[src/mahd_pkg.sv]
package mahd_pkg;

    localparam int WINDOW_LEN = 5;
    localparam int SAMPLE_W   = 12;
    localparam int POS_W      = (WINDOW_LEN > 1) ? $clog2(WINDOW_LEN) : 1;
    localparam int CNT_W      = $clog2(WINDOW_LEN + 1);
    localparam int SUM_W      = SAMPLE_W + $clog2(WINDOW_LEN);
    localparam int STEP_W     = (SUM_W > 1) ? $clog2(SUM_W) : 1;
    localparam int CFG_IDX_W  = 1;

    localparam logic [SAMPLE_W-1:0] ON_THRESHOLD_RST  = SAMPLE_W'(1700);
    localparam logic [SAMPLE_W-1:0] OFF_THRESHOLD_RST = SAMPLE_W'(1900);

    typedef enum logic [CFG_IDX_W-1:0] {
        CFG_ON_THRESHOLD  = 1'b0,
        CFG_OFF_THRESHOLD = 1'b1
    } t_cfg_reg;

    typedef enum logic [1:0] {
        S_IDLE,
        S_DIV,
        S_HOLD
    } t_state;

endpackage

[src/mahd_div.sv]
module mahd_div (
    input  logic                          i_clk,
    input  logic                          i_rst_n,
    input  logic                          i_start,
    input  logic [mahd_pkg::SUM_W-1:0]    i_dividend,
    input  logic [mahd_pkg::CNT_W-1:0]    i_divisor,
    output logic                          o_done,
    output logic [mahd_pkg::SUM_W-1:0]    o_quotient
);

    logic                          r_busy;
    logic                          r_done;
    logic [mahd_pkg::STEP_W-1:0]   r_step;
    logic [mahd_pkg::SUM_W-1:0]    r_dvd;
    logic [mahd_pkg::SUM_W-1:0]    r_quo;
    logic [mahd_pkg::CNT_W-1:0]    r_rem;
    logic [mahd_pkg::CNT_W-1:0]    r_divisor;

    logic [mahd_pkg::CNT_W:0]      w_trial;
    logic                          w_fits;
    logic [mahd_pkg::CNT_W-1:0]    n_rem;

    // Restoring division, one quotient bit per cycle, dividend taken MSB first.
    // The remainder stays below the divisor, so it never needs more than CNT_W bits.
    always_comb begin
        w_trial = {r_rem, r_dvd[mahd_pkg::SUM_W-1]};
        w_fits  = w_trial >= {1'b0, r_divisor};
        n_rem   = w_fits ? mahd_pkg::CNT_W'(w_trial - {1'b0, r_divisor})
                         : w_trial[mahd_pkg::CNT_W-1:0];
    end

    always_ff @(posedge i_clk) begin
        if (!i_rst_n) begin
            r_busy <= 1'b0;
            r_done <= 1'b0;
            r_step <= '0;
        end else begin
            r_done <= 1'b0;
            if (i_start) begin
                r_busy <= 1'b1;
                r_step <= mahd_pkg::STEP_W'(mahd_pkg::SUM_W - 1);
            end else if (r_busy) begin
                r_step <= r_step - 1'b1;
                if (r_step == '0) begin
                    r_busy <= 1'b0;
                    r_done <= 1'b1;
                end
            end
        end
    end

    always_ff @(posedge i_clk) begin
        if (i_start) begin
            r_dvd     <= i_dividend;
            r_divisor <= i_divisor;
            r_rem     <= '0;
        end else if (r_busy) begin
            r_dvd <= {r_dvd[mahd_pkg::SUM_W-2:0], 1'b0};
            r_quo <= {r_quo[mahd_pkg::SUM_W-2:0], w_fits};
            r_rem <= n_rem;
        end
    end

    assign o_done     = r_done;
    assign o_quotient = r_quo;

    a_rem_below_divisor: assert property (@(posedge i_clk) disable iff (!i_rst_n)
        r_busy |-> (r_rem < r_divisor))
        else $error("divider remainder reached the divisor");

    a_divisor_nonzero: assert property (@(posedge i_clk) disable iff (!i_rst_n)
        r_busy |-> (r_divisor != '0))
        else $error("divider running with a zero divisor");

    a_done_after_busy: assert property (@(posedge i_clk) disable iff (!i_rst_n)
        r_done |-> $past(r_busy))
        else $error("divider done without a preceding step");

endmodule

[src/moving_average_hysteresis_detector.sv]
// Moving-average light detector. Each sample transfer updates a five-entry window and its
// running sum in the accept cycle; the sum is then divided by the number of samples held
// (up to five) in a bit-serial restoring divider that retires one quotient bit per cycle
// over the fifteen bits of the sum. The truncated average drives an on/off detector with
// separate on and off thresholds, and one result carrying the average and the detector
// state is presented through an output register. A sample is taken only while idle, so
// the next one waits until the divider is through with this one; a result not yet taken
// holds off the next sample only once its successor has finished dividing. The user must
// write thresholds through the configuration port while idle; the block does not enforce it.
module moving_average_hysteresis_detector (
    input  logic                               i_clk,
    input  logic                               i_rst_n,
    input  logic                               i_cfg_wr_en,
    input  logic [mahd_pkg::CFG_IDX_W-1:0]     i_cfg_index,
    input  logic [mahd_pkg::SAMPLE_W-1:0]      i_cfg_data,
    input  logic                               i_sample_valid,
    output logic                               o_sample_ready,
    input  logic [mahd_pkg::SAMPLE_W-1:0]      i_sample,
    output logic                               o_result_valid,
    input  logic                               i_result_ready,
    output logic [mahd_pkg::SAMPLE_W-1:0]      o_average,
    output logic                               o_output_on
);

    mahd_pkg::t_state                  r_state;
    mahd_pkg::t_state                  n_state;

    logic [mahd_pkg::SAMPLE_W-1:0]     r_on_thr;
    logic [mahd_pkg::SAMPLE_W-1:0]     r_off_thr;

    logic [mahd_pkg::SAMPLE_W-1:0]     r_win [mahd_pkg::WINDOW_LEN];
    logic [mahd_pkg::SUM_W-1:0]        r_sum;
    logic [mahd_pkg::SUM_W-1:0]        n_sum;
    logic [mahd_pkg::POS_W-1:0]        r_pos;
    logic [mahd_pkg::CNT_W-1:0]        r_fill;
    logic [mahd_pkg::CNT_W-1:0]        n_fill;
    logic                              w_full;
    logic [mahd_pkg::SAMPLE_W-1:0]     w_oldest;

    logic                              r_out_valid;
    logic [mahd_pkg::SAMPLE_W-1:0]     r_avg;
    logic                              r_det_on;
    logic                              n_det_on;

    logic                              w_accept;
    logic                              w_out_free;
    logic                              w_load;
    logic                              w_div_done;
    logic [mahd_pkg::SUM_W-1:0]        w_quo;
    logic [mahd_pkg::SAMPLE_W-1:0]     w_avg;

    // Configuration registers.
    always_ff @(posedge i_clk) begin
        if (!i_rst_n) begin
            r_on_thr  <= mahd_pkg::ON_THRESHOLD_RST;
            r_off_thr <= mahd_pkg::OFF_THRESHOLD_RST;
        end else if (i_cfg_wr_en) begin
            unique case (mahd_pkg::t_cfg_reg'(i_cfg_index))
                mahd_pkg::CFG_ON_THRESHOLD:  r_on_thr  <= i_cfg_data;
                mahd_pkg::CFG_OFF_THRESHOLD: r_off_thr <= i_cfg_data;
                default: ;
            endcase
        end
    end

    // Window update happens in the transfer cycle; the oldest entry is only removed once
    // the ring is full, so an entry is never read before it has been written.
    always_comb begin
        w_full   = r_fill == mahd_pkg::CNT_W'(mahd_pkg::WINDOW_LEN);
        w_oldest = w_full ? r_win[r_pos] : '0;
        n_sum    = r_sum - mahd_pkg::SUM_W'(w_oldest) + mahd_pkg::SUM_W'(i_sample);
        n_fill   = w_full ? r_fill : r_fill + 1'b1;
    end

    always_ff @(posedge i_clk) begin
        if (!i_rst_n) begin
            r_sum  <= '0;
            r_pos  <= '0;
            r_fill <= '0;
        end else if (w_accept) begin
            r_sum  <= n_sum;
            r_fill <= n_fill;
            if (r_pos == mahd_pkg::POS_W'(mahd_pkg::WINDOW_LEN - 1)) begin
                r_pos <= '0;
            end else begin
                r_pos <= r_pos + 1'b1;
            end
        end
    end

    always_ff @(posedge i_clk) begin
        if (w_accept) begin
            r_win[r_pos] <= i_sample;
        end
    end

    mahd_div u_div (
        .i_clk      (i_clk),
        .i_rst_n    (i_rst_n),
        .i_start    (w_accept),
        .i_dividend (n_sum),
        .i_divisor  (n_fill),
        .o_done     (w_div_done),
        .o_quotient (w_quo)
    );

    // The mean of 12-bit samples always fits in 12 bits.
    assign w_avg = w_quo[mahd_pkg::SAMPLE_W-1:0];

    always_comb begin
        n_det_on = r_det_on;
        if (!r_det_on) begin
            if (w_avg < r_on_thr) begin
                n_det_on = 1'b1;
            end
        end else begin
            if (w_avg > r_off_thr) begin
                n_det_on = 1'b0;
            end
        end
    end

    // Next state.
    always_comb begin
        n_state = r_state;
        unique case (r_state)
            mahd_pkg::S_IDLE: begin
                if (i_sample_valid) begin
                    n_state = mahd_pkg::S_DIV;
                end
            end
            mahd_pkg::S_DIV: begin
                if (w_div_done) begin
                    n_state = w_out_free ? mahd_pkg::S_IDLE : mahd_pkg::S_HOLD;
                end
            end
            mahd_pkg::S_HOLD: begin
                if (w_out_free) begin
                    n_state = mahd_pkg::S_IDLE;
                end
            end
            default: n_state = mahd_pkg::S_IDLE;
        endcase
    end

    // State outputs.
    always_comb begin
        w_out_free     = !r_out_valid || i_result_ready;
        o_sample_ready = 1'b0;
        w_load         = 1'b0;
        unique case (r_state)
            mahd_pkg::S_IDLE: o_sample_ready = 1'b1;
            mahd_pkg::S_DIV:  w_load = w_div_done && w_out_free;
            mahd_pkg::S_HOLD: w_load = w_out_free;
            default: ;
        endcase
        w_accept = o_sample_ready && i_sample_valid;
    end

    always_ff @(posedge i_clk) begin
        if (!i_rst_n) begin
            r_state     <= mahd_pkg::S_IDLE;
            r_out_valid <= 1'b0;
            r_det_on    <= 1'b0;
        end else begin
            r_state <= n_state;
            if (w_load) begin
                r_out_valid <= 1'b1;
                r_det_on    <= n_det_on;
            end else if (i_result_ready) begin
                r_out_valid <= 1'b0;
            end
        end
    end

    always_ff @(posedge i_clk) begin
        if (w_load) begin
            r_avg <= w_avg;
        end
    end

    assign o_result_valid = r_out_valid;
    assign o_average      = r_avg;
    assign o_output_on    = r_det_on;

    a_fill_bounded: assert property (@(posedge i_clk) disable iff (!i_rst_n)
        r_fill <= mahd_pkg::CNT_W'(mahd_pkg::WINDOW_LEN))
        else $error("fill count passed the window length");

    a_done_in_div: assert property (@(posedge i_clk) disable iff (!i_rst_n)
        w_div_done |-> (r_state == mahd_pkg::S_DIV))
        else $error("divider finished outside the divide state");

    a_accept_starts_div: assert property (@(posedge i_clk) disable iff (!i_rst_n)
        w_accept |=> (r_state == mahd_pkg::S_DIV && r_fill != '0))
        else $error("sample transfer did not start a division");

endmodule
[config.mk]
export PLATFORM = sky130hd
export DESIGN_NAME = moving_average_hysteresis_detector
export DESIGN_NICKNAME = d
export VERILOG_FILES = /design/src/mahd_pkg.sv /design/src/mahd_div.sv /design/src/moving_average_hysteresis_detector.sv
export SDC_FILE = /design/constraint.sdc
export NUM_CORES = 1
export LEC_CHECK = 0
export BUFFER_PORTS_ARGS = -buffer_cell sky130_fd_sc_hd__buf_2
export CORE_MARGIN = 2
export CORE_UTILIZATION = 53
export CTS_CLUSTER_DIAMETER = 100
export CTS_CLUSTER_SIZE = 20
export DETAILED_ROUTE_END_ITERATION = 10
export HOLD_SLACK_MARGIN = 0.15
export PLACE_DENSITY = 0.71
export SLEW_MARGIN = 20
export SYNTH_ARGS = -nofsm -noshare
export SYNTH_HDL_FRONTEND = slang
export SYNTH_SLANG_ARGS = --single-unit
[constraint.sdc]
create_clock -name i_clk -period 4.5 [get_ports i_clk]
set_input_delay 1.35 -clock i_clk [delete_from_list [all_inputs] [get_ports i_clk]]
set_output_delay 1.35 -clock i_clk [all_outputs]
set_load 0.03 [all_outputs]
==> impl_metrics.yaml, run 1 <==
floorplanning:
  fp-row-count: 44
  top_level_ports: 45
  die_w_um: 126
  die_area_mm2: 0.01588
  core_region_area_mm2: 0.01453
  floorplan.die.height_um: 126
  starting_density_of_the_core: 0.5428
timing:
  maxSlewViolCount: 0
  finalSetupTns_ns: 0
  rsz_0062_raised_after_global_routing: "no"
  timing.final.crit_period_ns: 3.829
  max_freq_mhz: 261.1
  timing_hold_violations_final: 0
  worst_max_slew_margin_expressed_relative_to_the_limit: 0.4549
  clock-skew-final_ns: 0.007506
  tightestPinTransition_ns: 0.8166
  finalSetupViolCount: 0
  timing.final.crit_share: 0.8510
yosys:
  synthesis.instances: 705
  synthesis.nets: 798
  number_of_flops_mapped_to_enable_cells_by_yosys: 102
  yosysUniqueCellTypes: 57
  yosysSeqAreaShare: 0.5431
  most_common_flop_cell_mapped_by_yosys: "sky130_fd_sc_hd__edfxtp_1"
  ys.warnings.count: 0
  summed_instance_area_of_the_synthesized_netlist_mm2: 0.007889
  ys_seq_elements: 163
  synth_async_sr_flop_share: 0
  synth.avg_cell_area_um2: 11.19
clocking:
  ctsRootBufferMaster: "sky130_fd_sc_hd__clkbuf_16"
  clkTransAtPathRegs_ns: 0.06
  cts.repair.resized: 0
  tritoncts: "built"
  post-cts-setup-buffer-count: 0
  clock_sinks: 163
  htreeDepth: 4
  holdBufCountCts: 0
  max-clock-path-buffers: 2
  number_of_buffers_inserted_during_clock_tree_synthesis: 17
  worstSkewPairLatency_ns: 0.43
global_route:
  grt_antenna_before_repair: 0
  grt_start_max_net_pins: 45
  first_global_vias: 5433
  gr-total-overflow: 0
  grt.total_usage: 0.2099
  grt_first_pass_wirelength_mm: 26.32
layout:
  drive_gt1_frac: 0.1389
  layout.nets: 844
  syn2layout_area_growth_pct: 12.77
  n_antenna_cell: 0
  fill_cells: 1181
  final_area_mm2: 0.008896
power:
  power.density_mw_per_mm2: 499.1
  irDropWorstVdd_v: 0.0002821
  power_leakage_nw: 3.569
  fin_total_pwr_mw: 4.440
worst_setup_path:
  critical_path_arrival_ns: 3.99
  r2r.worst_path.cells: 14
  worstSetupStartpointType: "register"
  rr_endpoint: "u_div.r_dvd[10]$_DFFE_PP_"
  criticalPathCategory: "register to register"
  crit_path_end: "u_div.r_dvd[10]$_DFFE_PP_"
  worst-r2r-setup-slack_ns: 0.67
  critPathMaxFanout: 11
  endpoint_type_of_the_worst_setup_path: "register"
  required_ns: 4.66
job:
  drv.max_cap_violation_count: 0
detailed_routing:
  routed_via_density: 5.636
  routed_length_per_instance_um: 16.61
  detail-route-antenna-nets: 0
  initialDrtViolationCount: 239
  dr.pass1.iters: 5
  dr_vias: 5337
  drt_drc_violations_left: 0
  routed_wl_mm: 15.73
place:
  port_buffers: 44
  dp.final_hpwl_mm: 10.94
  globalplace.congestion: 0.8280
  dpl-instance-area_mm2: 0.008325
status:
  run_status: "complete, no violations"
hold_path:
  hp-class: "register to register"
-- worst min-delay path by stage --
stage                         startpoint  cells after the start  slack (ns)                   endpoint
2_1_floorplan   r_on_thr[0]$_SDFFE_PN0P_                      2        0.43   r_on_thr[0]$_SDFFE_PN0P_
3_3_place_gp    r_on_thr[0]$_SDFFE_PN0P_                      2        0.44   r_on_thr[0]$_SDFFE_PN0P_
3_5_place_dp   r_off_thr[4]$_SDFFE_PN0P_                      2        0.45  r_off_thr[4]$_SDFFE_PN0P_
4_1_cts        r_off_thr[4]$_SDFFE_PN0P_                      2        0.45  r_off_thr[4]$_SDFFE_PN0P_
5_1_grt         r_on_thr[8]$_SDFFE_PN0P_                      2        0.48   r_on_thr[8]$_SDFFE_PN0P_
6_report       r_off_thr[4]$_SDFFE_PN0P_                      2        0.45  r_off_thr[4]$_SDFFE_PN0P_
-- cells in the mapped netlist, types with 2 or more instances --
cell	number	area share
sky130_fd_sc_hd__nor2b_1	5	0.0040
sky130_fd_sc_hd__buf_2	3	0.0019
sky130_fd_sc_hd__edfxtp_1	102	0.39
sky130_fd_sc_hd__o21a_1	5	0.0048
sky130_fd_sc_hd__inv_1	88	0.042
sky130_fd_sc_hd__or2_1	2	0.0016
sky130_fd_sc_hd__nor2_1	38	0.018
sky130_fd_sc_hd__ha_1	50	0.079
sky130_fd_sc_hd__o21ai_1	15	0.0095
sky130_fd_sc_hd__a21oi_1	53	0.034
sky130_fd_sc_hd__nand3_1	8	0.0051
sky130_fd_sc_hd__a21o_1	12	0.011
sky130_fd_sc_hd__mux2i_1	17	0.022
sky130_fd_sc_hd__clkbuf_1	18	0.0086
sky130_fd_sc_hd__a31oi_1	2	0.0016
sky130_fd_sc_hd__xor2_1	4	0.0044
sky130_fd_sc_hd__nor3_1	11	0.0070
sky130_fd_sc_hd__o211ai_1	15	0.014
sky130_fd_sc_hd__mux4_2	12	0.034
sky130_fd_sc_hd__and4_1	2	0.0022
sky130_fd_sc_hd__o311ai_1	2	0.0022
sky130_fd_sc_hd__xnor2_1	9	0.010
sky130_fd_sc_hd__fa_1	13	0.033
sky130_fd_sc_hd__buf_1	4	0.0019
sky130_fd_sc_hd__nor3b_1	2	0.0019
sky130_fd_sc_hd__nor4b_1	2	0.0022
sky130_fd_sc_hd__o21bai_1	3	0.0029
sky130_fd_sc_hd__o21ai_0	7	0.0044
sky130_fd_sc_hd__inv_2	2	0.00095
sky130_fd_sc_hd__nand4_1	5	0.0040
sky130_fd_sc_hd__nand2b_1	7	0.0056
sky130_fd_sc_hd__and2_1	2	0.0016
sky130_fd_sc_hd__dfxtp_1	61	0.15
sky130_fd_sc_hd__nor4_1	4	0.0032
sky130_fd_sc_hd__and3_1	2	0.0016
sky130_fd_sc_hd__a2111oi_0	2	0.0022
sky130_fd_sc_hd__nand2_1	87	0.041
sky130_fd_sc_hd__a211oi_1	8	0.0076
sky130_fd_sc_hd__o31ai_1	3	0.0029
-- worst max-delay path, stage by stage, from the launching register on --
cell and delay [ns]:
sky130_fd_sc_hd__dfxtp_1 0.73, sky130_fd_sc_hd__mux4_2 0.40, sky130_fd_sc_hd__mux2i_1 0.15, sky130_fd_sc_hd__nor2_1 0.06, sky130_fd_sc_hd__ha_1 0.29, sky130_fd_sc_hd__inv_1 0.05
sky130_fd_sc_hd__ha_1 0.21, sky130_fd_sc_hd__inv_1 0.07, sky130_fd_sc_hd__fa_1 0.38, sky130_fd_sc_hd__nand2b_1 0.19, sky130_fd_sc_hd__a21oi_1 0.30, sky130_fd_sc_hd__o211ai_1 0.19
sky130_fd_sc_hd__a21oi_1 0.31, sky130_fd_sc_hd__o21a_1 0.17, sky130_fd_sc_hd__o31ai_1 0.07
-- cell families (layout without fill, tap and decap cells) --
group                    Yosys count  after routing  share of synthesized area
AO/OA/AOI/OAI                    139            139                     0.1129
XOR/XNOR                          13             13                    0.01443
adder cells (fa/ha/maj)           63             63                     0.1123
buffers and inverters            116            174                    0.05662
flip-flops                       163            163                     0.5431
multiplexers                      29             29                    0.05583
AND/OR/NAND/NOR                  182            182                     0.1048
-- state kept, by name, indices dropped and copies added, names as in the netlist, 4 cells and up, named ones only --
name	flops
o_average	12
r_off_thr	12
r_on_thr	12
r_sum	15
r_win	60
u_div.o_quotient	12
u_div.r_dvd	15
u_div.r_step	4
-- per-layer routing --
layer | wire (µm) | part of all wire | global-route usage | vias up
li1 | - | - | - | 2576
met1 | 7125 | 0.45 | 0.2735 | 2621
met2 | 7629 | 0.49 | 0.3469 | 112
met3 | 645 | 0.041 | 0.04630 | 28
met4 | 328 | 0.021 | 0.07822 | 0
met5 | 0 | 0 | 0 | -
-- cells in the final DEF (no fill, tap or decap), types with 17 or more instances in the layout --
cell type                   instances
sky130_fd_sc_hd__nand2_1           86
sky130_fd_sc_hd__buf_2             44
sky130_fd_sc_hd__ha_1              50
sky130_fd_sc_hd__a21oi_1           53
sky130_fd_sc_hd__nor2_1            38
sky130_fd_sc_hd__inv_1             88
sky130_fd_sc_hd__edfxtp_1         102
sky130_fd_sc_hd__mux2i_1           17
sky130_fd_sc_hd__dfxtp_1           61
sky130_fd_sc_hd__clkbuf_16         17
-- power breakdown --
| part | leakage (nW) | switching, mW | internal (mW) |
|---|---|---|---|
| registers | 1.45 | 0.0885 | 1.77 |
| logic | 1.85 | 0.682 | 0.492 |
| clock network | 0.274 | 0.565 | 0.841 |
-- layout make-up --
cell class | instances | area (µm²) | area share
multi-input cells | 426 | 3186 | 0.3581
repair buffers | 53 | 287.8 | 0.03235
well taps | 184 | 230.2 | 0.02588
clock inverters | 9 | 106.4 | 0.01195
inverters | 90 | 337.8 | 0.03797
flip-flops and latches | 163 | 4284 | 0.4816
clock buffers | 22 | 464.2 | 0.05218
-- metrics by stage --
| stage | utilization | instances | hold WS [ns] | setup WS, ns |
|---|---|---|---|---|
| 2_1_floorplan | - | 705 | 0.4315 | 0.8396 |
| 3_3_place_gp | 0.5728 | 916 | 0.4419 | 0.5901 |
| 3_5_place_dp | 0.5728 | 916 | 0.4463 | 0.4996 |
| 4_1_cts | 0.6121 | 947 | 0.4545 | 0.6938 |
| 5_1_grt | 0.6121 | 947 | 0.4813 | 0.3829 |
| 6_report | 0.6121 | 947 | 0.4548 | 0.6705 |
No activity file was read; power rests on OpenSTA's default activity.
==> run 2, diff against run 1 <==
Settings changed: CORE_UTILIZATION 53 to 63, CTS_BUF_LIST set to sky130_fd_sc_hd__clkbuf_8, PLACE_DENSITY 0.71 to 0.82.
==> run 2 against run 1 <==
Sequential share of layout area increased by 0.80 points. Clock-buffer cell count decreased by 5. Register-to-register slack got worse by 0.07 ns. Routed wire length decreased by 3.7%. Clock skew increased by 0.0023 ns. Critical path type unchanged. Largest cell class unchanged.
==> impl_metrics.yaml, run 2 (same netlist as run 1, synthesis figures left out) <==
status:
  run_status: "complete, no violations"
layout:
  largest_reg_flops: 60
  layout.cells.most_common_list: "sky130_fd_sc_hd__edfxtp_1, sky130_fd_sc_hd__inv_1, sky130_fd_sc_hd__nand2_1"
  n_antenna_cell: 0
  layout.nets: 841
  final_area_mm2: 0.008751
  largest_registers: "r_win: 60 flops, r_sum: 15 flops, u_div.r_dvd: 15 flops"
  register_ranked_first_by_flip_flop_count: "r_win"
  syn2layout_area_growth_pct: 10.93
  drive_gt1_frac: 0.1432
  layout_commonest_cell: "sky130_fd_sc_hd__edfxtp_1"
clocking:
  max-clock-path-buffers: 2
  worstSkewPairLatency_ns: 0.47
  ctsRootBufferMaster: "sky130_fd_sc_hd__clkbuf_8"
  clock_sinks: 163
  holdBufCountCts: 0
  number_of_buffers_inserted_during_clock_tree_synthesis: 17
  clkTransAtPathRegs_ns: 0.09
  post-cts-setup-buffer-count: 0
  cts.repair.resized: 0
  htreeDepth: 4
  tritoncts: "built"
detailed_routing:
  dr_vias: 5263
  initialDrtViolationCount: 439
  detail-route-antenna-nets: 0
  routed_length_per_instance_um: 16.30
  routed_via_density: 5.665
  dr.pass1.iters: 4
  routed_wl_mm: 15.14
  drt_drc_violations_left: 0
power:
  power_leakage_nw: 3.513
  sequential_fraction_of_design_power: 0.436
  power.share.combinational: 0.277
  power_frac_clock: 0.288
  power.density_mw_per_mm2: 486.3
  power_spent_charging_and_discharging_nets_mw: 1.331
  power_switching_share: 0.3128
  power.internal_mw: 2.925
  irDropWorstVdd_v: 0.0004479
floorplanning:
  starting_density_of_the_core: 0.6513
  fp-row-count: 40
  die_area_mm2: 0.01343
  floorplan.die.height_um: 115.9
  top_level_ports: 45
  die_w_um: 115.9
  core_region_area_mm2: 0.01211
worst_setup_path:
  worstSetupStartpointType: "register"
  cp_cell_sequence: "mux4_2 -> mux2i_1 -> nor2_1 -> ha_1 -> inv_1 -> ha_1 -> inv_1 -> fa_1 -> nand2b_1 -> a21oi_1 -> o211ai_1 -> a21oi_1 -> o21a_1 -> o31ai_1"
  critical_path_cell_count: 14
  crit_buf_inv: 2
  cpMaxStageDelayCell: "sky130_fd_sc_hd__dfxtp_1"
  critPathMaxFanout: 12
  critical_path_arrival_ns: 4.10
  r2r.worst_path.cells: 14
  required_ns: 4.70
  critPathMaxStageDelay_ns: 0.75
  criticalPathCategory: "register to register"
  timing.critical_path.max_delay_family: "compound AO/OA/AOI/OAI gates"
  endpoint_type_of_the_worst_setup_path: "register"
timing:
  max_freq_mhz: 256.6
  maxSlewViolCount: 0
  timing.final.crit_share: 0.8660
  tightestPinTransition_ns: 0.8080
  finalSetupViolCount: 0
  rsz_0062_raised_after_global_routing: "no"
  finalSetupTns_ns: 0
  clock-skew-final_ns: 0.009814
  timing_hold_violations_final: 0
  worst_max_slew_margin_expressed_relative_to_the_limit: 0.4606
  timing.final.crit_period_ns: 3.897
job:
  drv.max_cap_violation_count: 0
global_route:
  grt_first_pass_wirelength_mm: 25.14
  grt_start_max_net_pins: 56
  grt.total_usage: 0.2460
  grt_antenna_before_repair: 0
  first_global_vias: 5253
  gr-total-overflow: 0
place:
  dp.final_hpwl_mm: 10.61
  globalplace.congestion: 0.8799
  dpl-instance-area_mm2: 0.008283
  port_buffers: 44
hold_path:
  hp-class: "register to register"
  hold_depth: 2
[run 2: worst paths after layout]
| check | start | endpoint | slack, ns |
|---|---|---|---|
| max | register | u_div.r_dvd[10]$_DFFE_PP_ | 0.60 |
| min | r_sum[0]$_SDFFE_PN0P_ | r_sum[0]$_SDFFE_PN0P_ | 0.46 |
| max reg2reg | register | u_div.r_dvd[10]$_DFFE_PP_ | 0.60 |
| min reg2reg | r_sum[0]$_SDFFE_PN0P_ | r_sum[0]$_SDFFE_PN0P_ | 0.46 |
[run 2: metal layers]
metal	up-vias	global-route usage	part of all wire
li1	2561	-	-
met1	2562	0.3112	0.44
met2	121	0.4160	0.51
met3	19	0.05596	0.038
met4	0	0.09365	0.017
met5	-	0	0
[run 2: layout make-up]
class / count / area [µm²]
flip-flops and latches: 163 / 4284
fillers: 841 / 3361
multi-input cells: 426 / 3188
inverters: 90 / 337.8
repair buffers: 50 / 265.3
clock buffers: 17 / 234.0
clock inverters: 15 / 231.5
well taps: 168 / 210.2
[run 2: tightest hold or removal path: stages, from the launching register on]
cell,delay [ns]
sky130_fd_sc_hd__dfxtp_1,0.32
sky130_fd_sc_hd__nand2_1,0.05
sky130_fd_sc_hd__a21oi_1,0.05
[run 2: power groups by stage]
| stage | logic (mW) | registers [mW] | clock network, mW |
|---|---|---|---|
| after global placement | 1.09 | 1.88 | 0 |
| after CTS | 1.18 | 1.85 | 1.24 |
| after floorplan | 0.938 | 1.86 | 0 |
| after global routing | 1.33 | 1.87 | 1.29 |
| after detailed placement | 1.16 | 1.89 | 0 |
| final | 1.18 | 1.85 | 1.22 |
[run 2: per-stage QoR]
step                instances    util  hold slack, ns  total power, mW  setup slack, ns
global route              929  0.7225          0.4836            4.497           0.4047
global placement          897  0.6839          0.4375            2.971           0.6181
floorplan                 705       -          0.4315            2.793           0.8396
finish                    929  0.7225          0.4615            4.256           0.6029
detailed placement        897  0.6839          0.4530            3.043           0.4813
CTS                       929  0.7223          0.4649            4.266           0.6237
==> run 3, diff against run 2 <==
Settings changed: CTS_CLUSTER_DIAMETER 100 to 120, REMOVE_ABC_BUFFERS set to 1, SLEW_MARGIN 20 to unset.
==> run 3 against run 2 <==
Sequential power hardly changed. Largest power group unchanged. Critical path type unchanged. Register-to-register slack worse by 0.15 ns. Sequential share of layout area is 0.35 points higher. Clock-buffer cell count stayed put. Combinational power hardly changed. Hold slack worse by 0.0032 ns.
==> impl_metrics.yaml, run 3 (same netlist as run 1, synthesis figures left out) <==
worst_setup_path:
  endpoint_type_of_the_worst_setup_path: "register"
  r2r.worst_path.cells: 14
  critical_path_arrival_ns: 4.23
  required_ns: 4.68
  timing.critical_path.max_delay_family: "compound AO/OA/AOI/OAI gates"
  crit_buf_inv: 2
  cpMaxStageDelayCell: "sky130_fd_sc_hd__dfxtp_1"
  critPathMaxFanout: 7
  rr_endpoint: "u_div.r_dvd[10]$_DFFE_PP_"
  criticalPathCategory: "register to register"
  cp_cell_sequence: "mux4_2 -> mux2i_1 -> nor2_1 -> ha_1 -> inv_1 -> ha_1 -> inv_1 -> fa_1 -> nand2b_1 -> a21oi_1 -> o211ai_1 -> a21oi_1 -> o21a_1 -> o31ai_1"
  worstSetupStartpointType: "register"
  critPathMaxStageDelay_ns: 0.66
  worst-r2r-setup-slack_ns: 0.45
timing:
  finalSetupViolCount: 0
  timing_hold_violations_final: 0
  post_route_worst_hold_slack_ns: 0.4583
  rsz_0062_raised_after_global_routing: "no"
  timing.final.crit_share: 0.8999
  maxSlewViolCount: 0
  clock-skew-final_ns: 0.01134
  timing.final.crit_period_ns: 4.050
  tightestPinTransition_ns: 0.8151
  worst_max_slew_margin_expressed_relative_to_the_limit: 0.4559
  finalSetupTns_ns: 0
  max_freq_mhz: 246.9
floorplanning:
  floorplan.die.height_um: 115.9
  die_area_mm2: 0.01343
  starting_density_of_the_core: 0.6513
  die_w_um: 115.9
  top_level_ports: 45
  fp-row-count: 40
  core_region_area_mm2: 0.01211
power:
  fin_total_pwr_mw: 4.085
  irDropWorstVdd_v: 0.0003168
  power.density_mw_per_mm2: 470.2
  power_leakage_nw: 3.481
clocking:
  tritoncts: "built"
  clock_sinks: 163
  htreeDepth: 4
  worstSkewPairLatency_ns: 0.45
  cts.repair.resized: 0
  number_of_buffers_inserted_during_clock_tree_synthesis: 17
  clkTransAtPathRegs_ns: 0.09
  post-cts-setup-buffer-count: 0
  holdBufCountCts: 0
  max-clock-path-buffers: 2
  ctsRootBufferMaster: "sky130_fd_sc_hd__clkbuf_8"
global_route:
  grt.total_usage: 0.2523
  grt_antenna_before_repair: 0
  grtUsageMet3: 0.05910
  grt_use_met1: 0.2816
  met2_track_demand_over_resource: 0.4659
  gr-total-overflow: 0
  first_global_vias: 5569
  grt_most_used_layer: "met2"
  grt_first_pass_wirelength_mm: 25.91
  grt_start_max_net_pins: 56
detailed_routing:
  detail-route-antenna-nets: 0
  routed_length_per_instance_um: 16.73
  initialDrtViolationCount: 386
  dr.pass1.iters: 5
  dr_vias: 5431
  routed_wl_mm: 15.57
  drt_drc_violations_left: 0
  routed_via_density: 5.834
place:
  place.detailed.instances: 899
  port_buffers: 44
  dp.final_hpwl_mm: 10.79
  dpl-instance-area_mm2: 0.008298
  globalplace.congestion: 0.9059
layout:
  n_antenna_cell: 0
  final-seq-area_mm2: 0.004284
  largest_reg_flops: 60
  register_ranked_first_by_flip_flop_count: "r_win"
  layout.cells.most_common_list: "sky130_fd_sc_hd__edfxtp_1, sky130_fd_sc_hd__inv_1, sky130_fd_sc_hd__nand2_1"
  layout.nets: 843
  layout.cells.non_filler: 931
  largest_registers: "r_win: 60 flops, r_sum: 15 flops, u_div.r_dvd: 15 flops"
  layout_commonest_cell: "sky130_fd_sc_hd__edfxtp_1"
  final_area_mm2: 0.008688
  drive_gt1_frac: 0.1429
  fill_cells: 837
  syn2layout_area_growth_pct: 10.13
  multi_input_area_mm2: 0.003186
job:
  drv.max_cap_violation_count: 0
hold_path:
  hold_end: "r_sum[0]$_SDFFE_PN0P_"
  timing.hold.worst.start: "r_sum[0]$_SDFFE_PN0P_"
  hold_depth: 2
  hp-class: "register to register"
status:
  run_status: "complete, no violations"
-- run 3: cell types whose count changed in the layout (fill, tap and decap cells not counted), moves of 2 or more --
cell,previous run,this run
sky130_fd_sc_hd__bufinv_16,5,2
sky130_fd_sc_hd__clkinv_4,5,2
sky130_fd_sc_hd__clkinvlp_4,1,4
sky130_fd_sc_hd__inv_6,1,4
sky130_fd_sc_hd__buf_4,6,8
-- run 3: worst min-delay path, delay by kind of cell (launching register included) --
kind               cells  cell delay, ns
DFF                    1            0.31
and+or+nand+nor        1            0.05
AOI/OAI and AO/OA      1            0.05
-- run 3: where the power goes --
part	switching (mW)	leakage [nW]	internal (mW)
registers	0.0888	1.45	1.77
logic	0.694	1.84	0.491
clock network	0.548	0.191	0.496
total	1.33	3.48	2.75
-- run 3: how the worst max path moves through the flow --
stage                         from                         to  slack (ns)  cells past startpoint
finish                    register  u_div.r_dvd[10]$_DFFE_PP_        0.45                     14
global route              register  u_div.r_dvd[10]$_DFFE_PP_        0.20                     14
CTS                       register  u_div.r_dvd[13]$_DFFE_PP_        0.48                     13
detailed placement        register  u_div.r_dvd[13]$_DFFE_PP_        0.49                     13
global placement          register  u_div.r_dvd[13]$_DFFE_PP_        0.57                     13
floorplan           i_sample_valid      r_win[1][0]$_DFFE_PP_        0.61                      2
-- run 3: final cells by class --
class                           count  area share
Timing Repair Buffer               52     0.03226
Inverter                           90     0.03888
Clock buffer                       17     0.02693
Tap cell                          168     0.02419
Multi-Input combinational cell    426      0.3666
Clock inverter                     15     0.01800
Sequential cell                   163      0.4931
-- run 3: metrics by stage --
stage,util,worst slack [ns]
2_1_floorplan,-,0.6092
4_1_cts,0.7174,0.4811
5_1_grt,0.7174,0.1976
3_3_place_gp,0.6851,0.5667
6_report,0.7174,0.4503
3_5_place_dp,0.6851,0.4910
-- run 3: per-layer routing --
metal,wire length [µm],vias up
met5,0,-
met4,341,0
met3,739,34
met2,8131,157
met1,6362,2676
li1,-,2564
